==> config.mk <==
export PLATFORM = sky130hd
export DESIGN_NAME = escaped_frame_receiver
export DESIGN_NICKNAME = d
export VERILOG_FILES = /design/src/rtl/efr_pkg.sv /design/src/rtl/efr_step.sv /design/src/rtl/escaped_frame_receiver.sv
export SDC_FILE = /design/constraint.sdc
export NUM_CORES = 1
export LEC_CHECK = 0
export ABC_CLOCK_PERIOD_IN_PS = 4000
export BUFFER_PORTS_ARGS = -buffer_cell sky130_fd_sc_hd__buf_2
export CAP_MARGIN = 20
export CORE_MARGIN = 2
export CORE_UTILIZATION = 47
export CTS_BUF_LIST = sky130_fd_sc_hd__clkbuf_16
export CTS_CLUSTER_DIAMETER = 200
export CTS_CLUSTER_SIZE = 16
export DETAILED_ROUTE_END_ITERATION = 16
export GPL_ROUTABILITY_DRIVEN = 0
export GPL_TIMING_DRIVEN = 0
export HOLD_SLACK_MARGIN = 0.15
export PLACE_DENSITY_LB_ADDON = 0.25
export REMOVE_ABC_BUFFERS = 1
export SLEW_MARGIN = 20
export SYNTH_ARGS = -nofsm -noshare
export SYNTH_HDL_FRONTEND = slang
export SYNTH_SLANG_ARGS = --single-unit
==> constraint.sdc <==
create_clock -name clock -period 4 [get_ports clock]
set_input_delay 0.6 -clock clock [delete_from_list [all_inputs] [get_ports clock]]
set_output_delay 0.6 -clock clock [all_outputs]
set_load 0.01 [all_outputs]
==> src/rtl/efr_pkg.sv <==
// Shared types and constants for the escaped frame receiver.
// Depends on nothing; used by efr_step and escaped_frame_receiver.
package efr_pkg;

   // Framing marker (DLE).
   localparam logic [7:0] MARKER = 8'h10;

   // Beat kinds on the request channel.
   localparam logic KIND_BYTE    = 1'b0;
   localparam logic KIND_TIMEOUT = 1'b1;

   typedef enum logic [1:0] {
      EV_NONE     = 2'd0,
      EV_COMPLETE = 2'd1,
      EV_DROPPED  = 2'd2
   } frame_event_type;

   typedef struct packed {
      frame_event_type frame_event;
      logic [7:0]      frame_length;
      logic            write_enable;
      logic [6:0]      write_position;
      logic [7:0]      write_value;
      logic            restart;
   } result_type;

endpackage

==> src/rtl/efr_step.sv <==
// Framing state machine of the escaped frame receiver: mode and fill count,
// plus the one-beat result logic. Depends on efr_pkg.
module efr_step #(
   parameter int BUFFER_DEPTH = 128
) (
   input  logic               clock,
   input  logic               reset,
   input  logic               step_en,
   input  logic               kind,
   input  logic [7:0]         byte_value,
   output efr_pkg::result_type result
);

   localparam int CountWidth = $clog2(BUFFER_DEPTH + 1);
   localparam logic [CountWidth-1:0] DepthCount = CountWidth'(BUFFER_DEPTH);

   typedef enum logic [1:0] {
      MODE_WAITING  = 2'd0,
      MODE_ESCAPING = 2'd1,
      MODE_READING  = 2'd2
   } mode_type;

   mode_type              mode_ff, mode_in;
   logic [CountWidth-1:0] fill_count_ff, fill_count_in;
   logic                  is_marker;
   logic                  has_room;
   logic [31:0]           fill_wide;

   assign is_marker = (byte_value == efr_pkg::MARKER);
   assign has_room  = (fill_count_ff < DepthCount);
   assign fill_wide = 32'(fill_count_ff);

   always_comb begin
      mode_in       = mode_ff;
      fill_count_in = fill_count_ff;
      result        = '0;
      if (kind == efr_pkg::KIND_TIMEOUT) begin
         // A timeout closes a frame only when it holds bytes and has not overflowed.
         if ((mode_ff == MODE_ESCAPING || mode_ff == MODE_READING) &&
             fill_count_ff != '0 && has_room) begin
            result.frame_event  = efr_pkg::EV_COMPLETE;
            result.frame_length = fill_wide[7:0];
            fill_count_in       = '0;
            mode_in             = MODE_WAITING;
         end
      end else begin
         case (mode_ff)
            MODE_ESCAPING: begin
               if (is_marker) begin
                  if (has_room) begin
                     result.write_enable   = 1'b1;
                     result.write_position = fill_wide[6:0];
                     result.write_value    = byte_value;
                     fill_count_in         = fill_count_ff + 1'b1;
                  end
               end else begin
                  if (fill_count_ff != '0) begin
                     result.frame_event  = has_room ? efr_pkg::EV_COMPLETE
                                                    : efr_pkg::EV_DROPPED;
                     result.frame_length = fill_wide[7:0];
                  end
                  fill_count_in         = CountWidth'(2);
                  result.write_enable   = 1'b1;
                  result.write_position = 7'd1;
                  result.write_value    = byte_value;
                  result.restart        = 1'b1;
               end
               mode_in = MODE_READING;
            end
            MODE_READING: begin
               if (is_marker) begin
                  mode_in = MODE_ESCAPING;
               end else if (has_room) begin
                  result.write_enable   = 1'b1;
                  result.write_position = fill_wide[6:0];
                  result.write_value    = byte_value;
                  fill_count_in         = fill_count_ff + 1'b1;
               end
            end
            default: begin
               // Waiting, and the unused code that behaves as waiting.
               if (is_marker) begin
                  mode_in = MODE_ESCAPING;
               end else begin
                  mode_in = MODE_WAITING;
               end
            end
         endcase
      end
   end

   always_ff @(posedge clock) begin
      if (reset) begin
         mode_ff       <= MODE_WAITING;
         fill_count_ff <= '0;
      end else if (step_en) begin
         mode_ff       <= mode_in;
         fill_count_ff <= fill_count_in;
      end
   end

   a_fill_bounded: assert property (@(posedge clock) disable iff (reset)
      fill_count_ff <= DepthCount)
      else $error("fill count ran past the buffer depth");

   a_restart_writes_one: assert property (@(posedge clock) disable iff (reset)
      step_en && result.restart |-> result.write_enable && result.write_position == 7'd1)
      else $error("frame restart without a store at position one");

   a_drop_on_restart: assert property (@(posedge clock) disable iff (reset)
      step_en && result.frame_event == efr_pkg::EV_DROPPED |-> result.restart)
      else $error("dropped frame reported outside a frame start");

   a_timeout_clears: assert property (@(posedge clock) disable iff (reset)
      step_en && kind == efr_pkg::KIND_TIMEOUT &&
      result.frame_event == efr_pkg::EV_COMPLETE
      |=> mode_ff == MODE_WAITING && fill_count_ff == '0)
      else $error("timeout completion did not return to waiting");

endmodule

==> src/rtl/escaped_frame_receiver.sv <==
// Top level of the escaped frame receiver: request register, framing state
// machine (efr_step) and result register. Depends on efr_pkg and efr_step.
//
// Channel  Direction  Beat contents
// req_     in         kind (byte or timeout), byte_value
// rsp_     out        frame_event, frame_length, write_enable, write_position,
//                     write_value, restart
//
// Every request beat yields exactly one response beat, through the request register
// and then the response register. One beat is taken per cycle if rsp_ is not stalled.
// The request register and the response register each hold one beat, so a new
// request is taken while a finished response still waits for rsp_ready.
// Reset (synchronous, active high) empties both registers and puts the framing
// state machine back to waiting for a header with an empty buffer.
module escaped_frame_receiver #(
   parameter int BUFFER_DEPTH = 128
) (
   input  logic       clock,
   input  logic       reset,
   input  logic       req_valid,
   output logic       req_ready,
   input  logic       req_kind,
   input  logic [7:0] req_byte_value,
   output logic       rsp_valid,
   input  logic       rsp_ready,
   output logic [1:0] rsp_frame_event,
   output logic [7:0] rsp_frame_length,
   output logic       rsp_write_enable,
   output logic [6:0] rsp_write_position,
   output logic [7:0] rsp_write_value,
   output logic       rsp_restart
);

   // Request register: holds the beat waiting for its turn in the state machine.
   logic       req_valid_ff;
   logic       req_kind_ff;
   logic [7:0] req_byte_ff;

   // Response register.
   logic                rsp_valid_ff;
   efr_pkg::result_type rsp_result_ff;
   efr_pkg::result_type step_result;

   // The held request moves on when the response register is free or being
   // emptied in this same cycle; the state machine advances exactly then.
   logic advance;
   assign advance   = req_valid_ff && (!rsp_valid_ff || rsp_ready);
   assign req_ready = !req_valid_ff || advance;

   always_ff @(posedge clock) begin
      if (reset) begin
         req_valid_ff <= 1'b0;
      end else if (req_ready) begin
         req_valid_ff <= req_valid;
      end
   end

   always_ff @(posedge clock) begin
      if (req_valid && req_ready) begin
         req_kind_ff <= req_kind;
         req_byte_ff <= req_byte_value;
      end
   end

   efr_step #(
      .BUFFER_DEPTH(BUFFER_DEPTH)
   ) u_step (
      .clock      (clock),
      .reset      (reset),
      .step_en    (advance),
      .kind       (req_kind_ff),
      .byte_value (req_byte_ff),
      .result     (step_result)
   );

   always_ff @(posedge clock) begin
      if (reset) begin
         rsp_valid_ff <= 1'b0;
      end else if (advance) begin
         rsp_valid_ff <= 1'b1;
      end else if (rsp_ready) begin
         rsp_valid_ff <= 1'b0;
      end
   end

   always_ff @(posedge clock) begin
      if (advance) begin
         rsp_result_ff <= step_result;
      end
   end

   assign rsp_valid          = rsp_valid_ff;
   assign rsp_frame_event    = rsp_result_ff.frame_event;
   assign rsp_frame_length   = rsp_result_ff.frame_length;
   assign rsp_write_enable   = rsp_result_ff.write_enable;
   assign rsp_write_position = rsp_result_ff.write_position;
   assign rsp_write_value    = rsp_result_ff.write_value;
   assign rsp_restart        = rsp_result_ff.restart;

endmodule
==> impl_metrics.toml, run 1 <==
[synthesis]
synth_cell_type_count = 47
synthTopCellsByArea = "edfxtp_1, dfxtp_1, and2_1"
synth_top_cell_by_area = "edfxtp_1"
synthFlopType = "edfxtp_1"
ys_ff_latch = 48
yosysWarnings = 0
syn_inst = 177
synth-edff-count = 36
synth_seq_area_share = 0.600
synth_top_area_frac = 0.491
syn_area_um2 = 2200
synth_area_per_cell_um2 = 12.4
ys_async_sr_fraction = 0

[clock_network]
cts-resized-gates = 0
holdBufCountCts = 0
cts_inserted_buffers = 5
ctsRootBufferMaster = "clkbuf_16"
cts_tree = "done"
clock-sinks = 48
cts_max_level = 2
insertion_delay_ns = 0.28
cts_buffer_depth = 2
path_clk_slew_ns = 0.06
postCtsSetupBuffers = 0

[grt]
first_global_vias = 1356
grt_max_degree = 28
track_usage = 0.156
antenna_found_initial = 0
grt_pass1_wl_um = 6310
grt_overflow_total = 0

[pwr]
power_density_nw_per_um2 = 409
leakagePower_uw = 0.000966
peakVddDrop_uv = 216

[routing]
drt-total-wl_um = 3700
vias = 1444
drt_iter0_drc = 75
drt-vias-per-instance = 5.33
drc = 0
drt.antenna.violating_nets = 0
wire_per_inst_um = 13.7
firstDrtPassIters = 6

[setup_path]
r2r_cells = 7
worstPathBufferInverterCount = 1
r2r_setup_slack_ns = 1.71
endpoint = "u_step.fill_count_ff[6]"
cpPeakStageDelay_ns = 0.62
cp.arrival_ns = 2.52
cp-startpoint = "u_step.mode_ff[0]"
cpMostUsedCell = "nand3_1"
crit_slowest_cell = "a2111oi_4"
crit_required_ns = 4.23
critical_path_depth = 7
worst_setup_path_start_kind = "flip-flop"
cpLargestDelayFamily = "simple AND/OR/NAND/NOR gates"
reg2reg_from = "u_step.mode_ff[0]"
endpoint_kind = "flip-flop"
r2r_end = "u_step.fill_count_ff[6]"
crit_fanout = 10
critPathKind = "flip-flop to flip-flop"
crit_chain = "inv_1 -> ha_1 -> and2b_2 -> nand3_1 -> a2111oi_4 -> or3b_1 -> nand3_1"

[sta]
fmax_ghz = 0.436
min_period_over_period = 0.574
tightest_slew_ns = 0.971
setup_tns_ns = 0
hold_viol = 0
finClkSkew_ns = 0.00389
rsz0062_at_grt = "false"
max_slew_margin = 0.352
min_period_ns = 2.29
setup_viol_count_final = 0
slew_violations = 0

[place]
portBuffers = 41
dp.cells = 263
dp_hpwl_um = 2640

[floorplanning]
coreArea_um2 = 4440
die_y_um = 72.4
row_count = 24
die_x_um = 72.4
die_area_um2 = 5250
initial_core_util = 0.495
io_pins = 42

[finish]
syn2layout_area_growth_pct = 17.9
final_common_cell = "buf_2"
final_cell_mix = "buf_2, edfxtp_1, and2_1"
layout.cells.non_filler = 271
n_fill_cell = 368
ff_latch_area_um2 = 1320
multi_input_area_um2 = 811
n_antenna_cell = 0
layout.nets = 237
drive_gt1_frac = 0.283

[hold_path]
min_path_type = "primary input to flip-flop"
hold_start = "req_byte_value[6]"

[job]
cap_viol_max_count = 0

[status]
status = "completed"
## state kept, by name (all words and copies together), names as in the netlist, 2 cells and up
| register | cells |
|---|---|
| rsp_write_value | 8 |
| u_step.mode_ff | 2 |
| rsp_frame_length | 8 |
| u_step.fill_count_ff | 8 |
| req_byte_ff | 8 |
| rsp_frame_event | 2 |
| rsp_write_position | 7 |
## routing by layer
| layer | wire (um) | global-route usage | up-vias |
|---|---|---|---|
| met2 | 1760 | 0.248 | 38 |
| li1 | - | - | 733 |
| met5 | 0 | 0 | - |
| met1 | 1700 | 0.204 | 669 |
| met4 | 42 | 0.0679 | 0 |
| met3 | 199 | 0.0403 | 4 |
## worst reg2reg max path, delay by kind of cell (launching register included)
family / cells / cell delay, ns
and+or+nand+nor: 4 / 0.88
AOI/OAI and AO/OA: 1 / 0.62
DFF: 1 / 0.35
adders and majority gates: 1 / 0.31
buffers and inverters: 1 / 0.07
## where the power goes
part	internal [uW]	switching (uW)
Combinational	18.0	27.7
Sequential	552	9.93
Clock	290	162
## cell type report
class                      count  area share
clock buffer                   5      0.0482
sequential                    48       0.509
inverter                       8      0.0116
timing repair buffer          41      0.0791
multi-input combinational    114       0.312
clock inverter                 3      0.0145
tap                           52      0.0251
## stage by stage
step / setup slack, ns / area, um2 / util / total power (uW) / hold WS (ns)
after floorplan: 1.93 / 2160 / - / 596 / 0.486
after global placement: 1.72 / 2430 / 0.547 / 619 / 0.514
after detailed placement: 1.71 / 2430 / 0.547 / 620 / 0.516
after CTS: 1.68 / 2590 / 0.584 / 1070 / 0.480
after global routing: 1.51 / 2590 / 0.584 / 1090 / 0.484
final: 1.71 / 2590 / 0.584 / 1060 / 0.491
## worst min-delay path by stage
stage	to	slack (ns)	cells after the start
5_1_grt	req_byte_ff[4]	0.48	1
4_1_cts	req_byte_ff[7]	0.48	1
6_report	req_byte_ff[6]	0.49	1
3_5_place_dp	u_step.mode_ff[1]	0.52	2
2_1_floorplan	u_step.mode_ff[1]	0.49	2
3_3_place_gp	u_step.mode_ff[1]	0.51	2
## synthesized netlist by cell type (3+ instances only)
| master | count |
|---|---|
| a21oi_1 | 6 |
| and2_1 | 15 |
| and3_1 | 3 |
| clkbuf_1 | 4 |
| dfxtp_1 | 12 |
| edfxtp_1 | 36 |
| ha_1 | 6 |
| inv_1 | 8 |
| nand2_1 | 10 |
| nand3_1 | 7 |
| nor2_1 | 13 |
| nor2b_1 | 7 |
| nor3_1 | 6 |
| o21ai_0 | 6 |
## kinds of logic (layout without fill, tap and decap cells)
logic type	Yosys count	after routing	synth area share
buffers and inverters	15	57	0.0313
AOI/OAI and AO/OA	32	32	0.126
muxes	1	1	0.00512
and+or+nand+nor	75	75	0.203
adders and majority gates	6	6	0.0341
DFF	48	48	0.600
(Power assumes the default switching activity.)
==> inputs of run 2 (changes only) <==
--- a/config.mk
+++ b/config.mk
@@ -5,7 +5,7 @@
 export SDC_FILE = /design/constraint.sdc
 export NUM_CORES = 1
 export LEC_CHECK = 0
-export ABC_CLOCK_PERIOD_IN_PS = 4000
+export ABC_CLOCK_PERIOD_IN_PS = 2300
 export BUFFER_PORTS_ARGS = -buffer_cell sky130_fd_sc_hd__buf_2
 export CAP_MARGIN = 20
 export CORE_MARGIN = 2
==> constraint.sdc (replaced) <==
create_clock -name clock -period 2.3 [get_ports clock]
set_input_delay 0.345 -clock clock [delete_from_list [all_inputs] [get_ports clock]]
set_output_delay 0.345 -clock clock [all_outputs]
set_load 0.01 [all_outputs]
==> run 2 against run 1 <==
  * Clock skew is 0.00088 ns higher
  * Critical path depth rose by 1
  * Register-to-register slack worse by 1.5 ns
  * Cell area rose by 2.1%
  * Combinational power grew 74%
  * First-iteration DRC count grew 6.7%
  * Die area is the same
  * Fmax grew 7.9%
  * Sequential power rose by 74%
  * Highest routed layer unchanged
==> impl_metrics.toml, run 2 (same netlist as run 1, synthesis figures left out) <==
[finish]
n_antenna_cell = 0
final_area_um2 = 2650
final_cell_mix = "buf_2, edfxtp_1, and2_1"
syn2layout_area_growth_pct = 20.4
final_common_cell = "buf_2"
drive_gt1_frac = 0.309
layout.nets = 241

[pwr]
p_sw_uw = 348
pwr-share-clk = 0.426
peakVddDrop_uv = 377
power_density_nw_per_um2 = 696
combPwrFrac = 0.043
intPower_uw = 1500
p_sw_frac = 0.189
p_seq_frac = 0.531
leakagePower_uw = 0.000988

[setup_path]
crit_fanout = 9
cp-startpoint = "u_step.mode_ff[0]"
endpoint_kind = "flip-flop"
worst_setup_path_start_kind = "flip-flop"
crit_required_ns = 2.53
cp.arrival_ns = 2.35
critPathKind = "flip-flop to flip-flop"
reg2reg_from = "u_step.mode_ff[0]"

[place]
dp_hpwl_um = 2640
place_area_um2 = 2430
portBuffers = 41
pre_cts_slack_ns = 0.00988

[grt]
grt_overflow_total = 0
grtUsageMet3 = 0.0403
grt_pass1_wl_um = 6310
antenna_found_initial = 0
top_usage_layer = "met2"
grt_use_met2 = 0.248
gr-usage-met1 = 0.204
track_usage = 0.156
grt_max_degree = 28
first_global_vias = 1356

[clock_network]
clock-sinks = 48
holdBufCountCts = 0
cts_inserted_buffers = 5
cts_buffer_depth = 2
cts_max_level = 2
cts_tree = "done"
insertion_delay_ns = 0.28
path_clk_slew_ns = 0.06
ctsRootBufferMaster = "clkbuf_16"

[sta]
hold_viol = 0
slew_violations = 0
setup_viol_count_final = 0
setup_tns_ns = 0
min_period_ns = 2.13
tightest_slew_ns = 0.990
min_period_over_period = 0.924
finClkSkew_ns = 0.00477
max_slew_margin = 0.339
rsz0062_at_grt = "false"
fmax_ghz = 0.470
finalWorstSetupSlack_ns = 0.175

[routing]
drc = 0
drt-total-wl_um = 3910
drt-vias-per-instance = 5.39
vias = 1483
firstDrtPassIters = 4
drt_iter0_drc = 80
drt.antenna.violating_nets = 0
wire_per_inst_um = 14.2

[floorplanning]
die_area_um2 = 5250
coreArea_um2 = 4440
row_count = 24
io_pins = 42
die_y_um = 72.4
initial_core_util = 0.495
die_x_um = 72.4

[hold_path]
hold_start = "req_byte_value[6]"
min_path_type = "primary input to flip-flop"

[status]
status = "completed"

[job]
cap_viol_max_count = 0
[run 2: what timing repair did]
| item | CTS | global route |
|---|---|---|
| pin swaps | 1 | 1 |
| setup endpoints to repair | 1 | 17 |
| gates resized for setup | 0 | 4 |
| setup buffers | 0 | 4 |
[run 2: path summary, 6_finish.rpt]
check                                               end  slack, ns  cells past startpoint
worst min register to register        u_step.mode_ff[1]       0.52                      2
worst max register to register  u_step.fill_count_ff[7]       0.17                      8
worst max-delay path            u_step.fill_count_ff[7]       0.17                      8
worst min-delay path                     req_byte_ff[6]       0.24                      1
[run 2: critical path: stages (launching register included)]
cell	delay, ns
dfxtp_1	0.36
inv_1	0.08
ha_2	0.25
and2b_2	0.28
nand3_1	0.13
a2111oi_4	0.48
buf_4	0.21
a21oi_1	0.06
o21ba_2	0.24
[run 2: final cells by class]
type                       count  area, um2
fill                         362       1800
clock buffer                   5        125
timing repair buffer          45        235
tap                           52       65.1
clock inverter                 3       37.5
sequential                    48       1320
inverter                       8       30.0
multi-input combinational    114        835
[run 2: through the flow]
step	hold WS [ns]	total power (uW)	instances	utilization
after global placement	0.514	1080	263	0.547
after detailed placement	0.516	1080	263	0.547
after CTS	0.225	1870	271	0.584
after global routing	0.229	1900	275	0.596
final	0.235	1840	275	0.596
after floorplan	0.417	1040	170	-
[run 2: metal layers]
layer	routed length [um]	vias to the layer above
met3	208	2
met5	0	-
met1	1780	693
met4	35	0
li1	-	743
met2	1890	45
[run 2: power by group through the flow]
stage / logic (uW) / registers (uW) / clock network [uW]
final: 79.7 / 979 / 786
after global placement: 79.7 / 996 / 0
after CTS: 80.8 / 978 / 810
after floorplan: 30.9 / 1010 / 0
after detailed placement: 80.6 / 997 / 0
after global routing: 87.7 / 982 / 832
==> inputs of run 3 (changes only) <==
--- a/config.mk
+++ b/config.mk
@@ -9,7 +9,7 @@
 export BUFFER_PORTS_ARGS = -buffer_cell sky130_fd_sc_hd__buf_2
 export CAP_MARGIN = 20
 export CORE_MARGIN = 2
-export CORE_UTILIZATION = 47
+export CORE_UTILIZATION = 40
 export CTS_BUF_LIST = sky130_fd_sc_hd__clkbuf_16
 export CTS_CLUSTER_DIAMETER = 200
 export CTS_CLUSTER_SIZE = 16
==> run 3 against run 2 <==
  * Register-to-register slack about the same
  * Flip-flop and latch count unchanged
  * Cell area decreased by 0.24%
  * First-iteration DRC count decreased by 2.5%
  * Highest routed layer unchanged
  * Critical endpoint is now u_step.fill_count_ff[4]
==> impl_metrics.toml, run 3 (same netlist as run 1, synthesis figures left out) <==
[status]
status = "completed"

[hold_path]
min_path_type = "primary input to flip-flop"
hold_start = "req_byte_value[1]"

[sta]
fmax_ghz = 0.472
min_period_over_period = 0.922
min_period_ns = 2.12
setup_viol_count_final = 0
max_slew_margin = 0.349
rsz0062_at_grt = "false"
setup_tns_ns = 0
hold_viol = 0
tightest_slew_ns = 0.976
slew_violations = 0
finClkSkew_ns = 0.00457

[setup_path]
crit_required_ns = 2.53
worst_setup_path_start_kind = "flip-flop"
crit_chain = "inv_1 -> ha_1 -> or4b_4 -> or4_4 -> a21oi_4 -> a21o_4 -> a221o_2"
crit_fanout = 6
crit_slowest_cell = "or4_4"
endpoint_kind = "flip-flop"
reg2reg_from = "u_step.fill_count_ff[0]"
cp-startpoint = "u_step.fill_count_ff[0]"
critPathKind = "flip-flop to flip-flop"
cpPeakStageDelay_ns = 0.53
cp.arrival_ns = 2.35

[floorplanning]
io_pins = 42
row_count = 27
die_y_um = 78.2
coreArea_um2 = 5410
die_x_um = 78.2
initial_core_util = 0.407
die_area_um2 = 6110

[finish]
final_common_cell = "buf_2"
drive_gt1_frac = 0.299
syn2layout_area_growth_pct = 20.1
layout.nets = 239
n_antenna_cell = 0
n_fill_cell = 511
layout.cells.non_filler = 293
final_area_um2 = 2640
final_cell_mix = "buf_2, edfxtp_1, and2_1"
final_util = 0.489

[clock_network]
ctsRootBufferMaster = "clkbuf_16"
cts_buffer_depth = 2
holdBufCountCts = 0
insertion_delay_ns = 0.28
cts_inserted_buffers = 5
path_clk_slew_ns = 0.06
cts_max_level = 2
cts_tree = "done"
clock-sinks = 48

[grt]
grt_max_degree = 28
track_usage = 0.136
antenna_found_initial = 0
grt_overflow_total = 0
grt_pass1_wl_um = 6390
first_global_vias = 1340

[routing]
drc = 0
drt.antenna.violating_nets = 0
vias = 1444
wire_per_inst_um = 13.1
drt-vias-per-instance = 4.93
drt_iter0_drc = 78
drt-total-wl_um = 3830
firstDrtPassIters = 4

[pwr]
power_uw = 1850
power_density_nw_per_um2 = 698
leakagePower_uw = 0.000976
peakVddDrop_uv = 384

[place]
portBuffers = 41
dp_hpwl_um = 2730
dp.cells = 283
place_area_um2 = 2460

[job]
cap_viol_max_count = 0
run 3: worst paths after layout:
kind	end	slack, ns	cells after the start
setup / recovery	u_step.fill_count_ff[4]	0.18	7
setup reg to reg	u_step.fill_count_ff[4]	0.18	7
hold / removal	req_byte_ff[1]	0.24	1
hold reg to reg	u_step.mode_ff[0]	0.53	2
run 3: final cells by class:
cell class,instances,area (um2),share of cell area
inverters,8,30.0,0.0114
well taps,72,90.1,0.0341
clock buffers,5,125,0.0473
flip-flops and latches,48,1320,0.500
clock inverters,3,37.5,0.0142
multi-input cells,114,818,0.310
repair buffers,43,220,0.0833
run 3: where the power goes:
group | internal, uW | leakage (uW) | switching (uW)
Combinational | 31.3 | 0.000458 | 48.4
Sequential | 961 | 0.000439 | 17.1
Clock | 505 | 0.0000789 | 283
run 3: stage by stage:
step	hold slack, ns	setup slack (ns)
final	0.237	0.180
after global routing	0.226	0.0420
after CTS	0.233	0.0226
after detailed placement	0.522	-0.0119
after global placement	0.514	-0.00707
after floorplan	0.417	0.232
run 3: critical path, delay by kind of cell, from the launching register on:
family | cells | cell delay, ns
buffers and inverters | 1 | 0.10
AOI/OAI and AO/OA | 3 | 0.47
and+or+nand+nor | 2 | 0.99
adders and majority gates | 1 | 0.14
DFF | 1 | 0.37
run 3: routing by layer:
metal	global-route usage	routed length, um	part of all wire
met5	0	0	0
met1	0.187	1850	0.48
met3	0.0356	175	0.046
met4	0.0544	59	0.015
met2	0.204	1740	0.46
run 3: timing repair:
item,CTS,global route
endpoints found under the setup margin,1,12
pin swaps,1,1
setup buffers,0,2
gates resized for setup,0,2
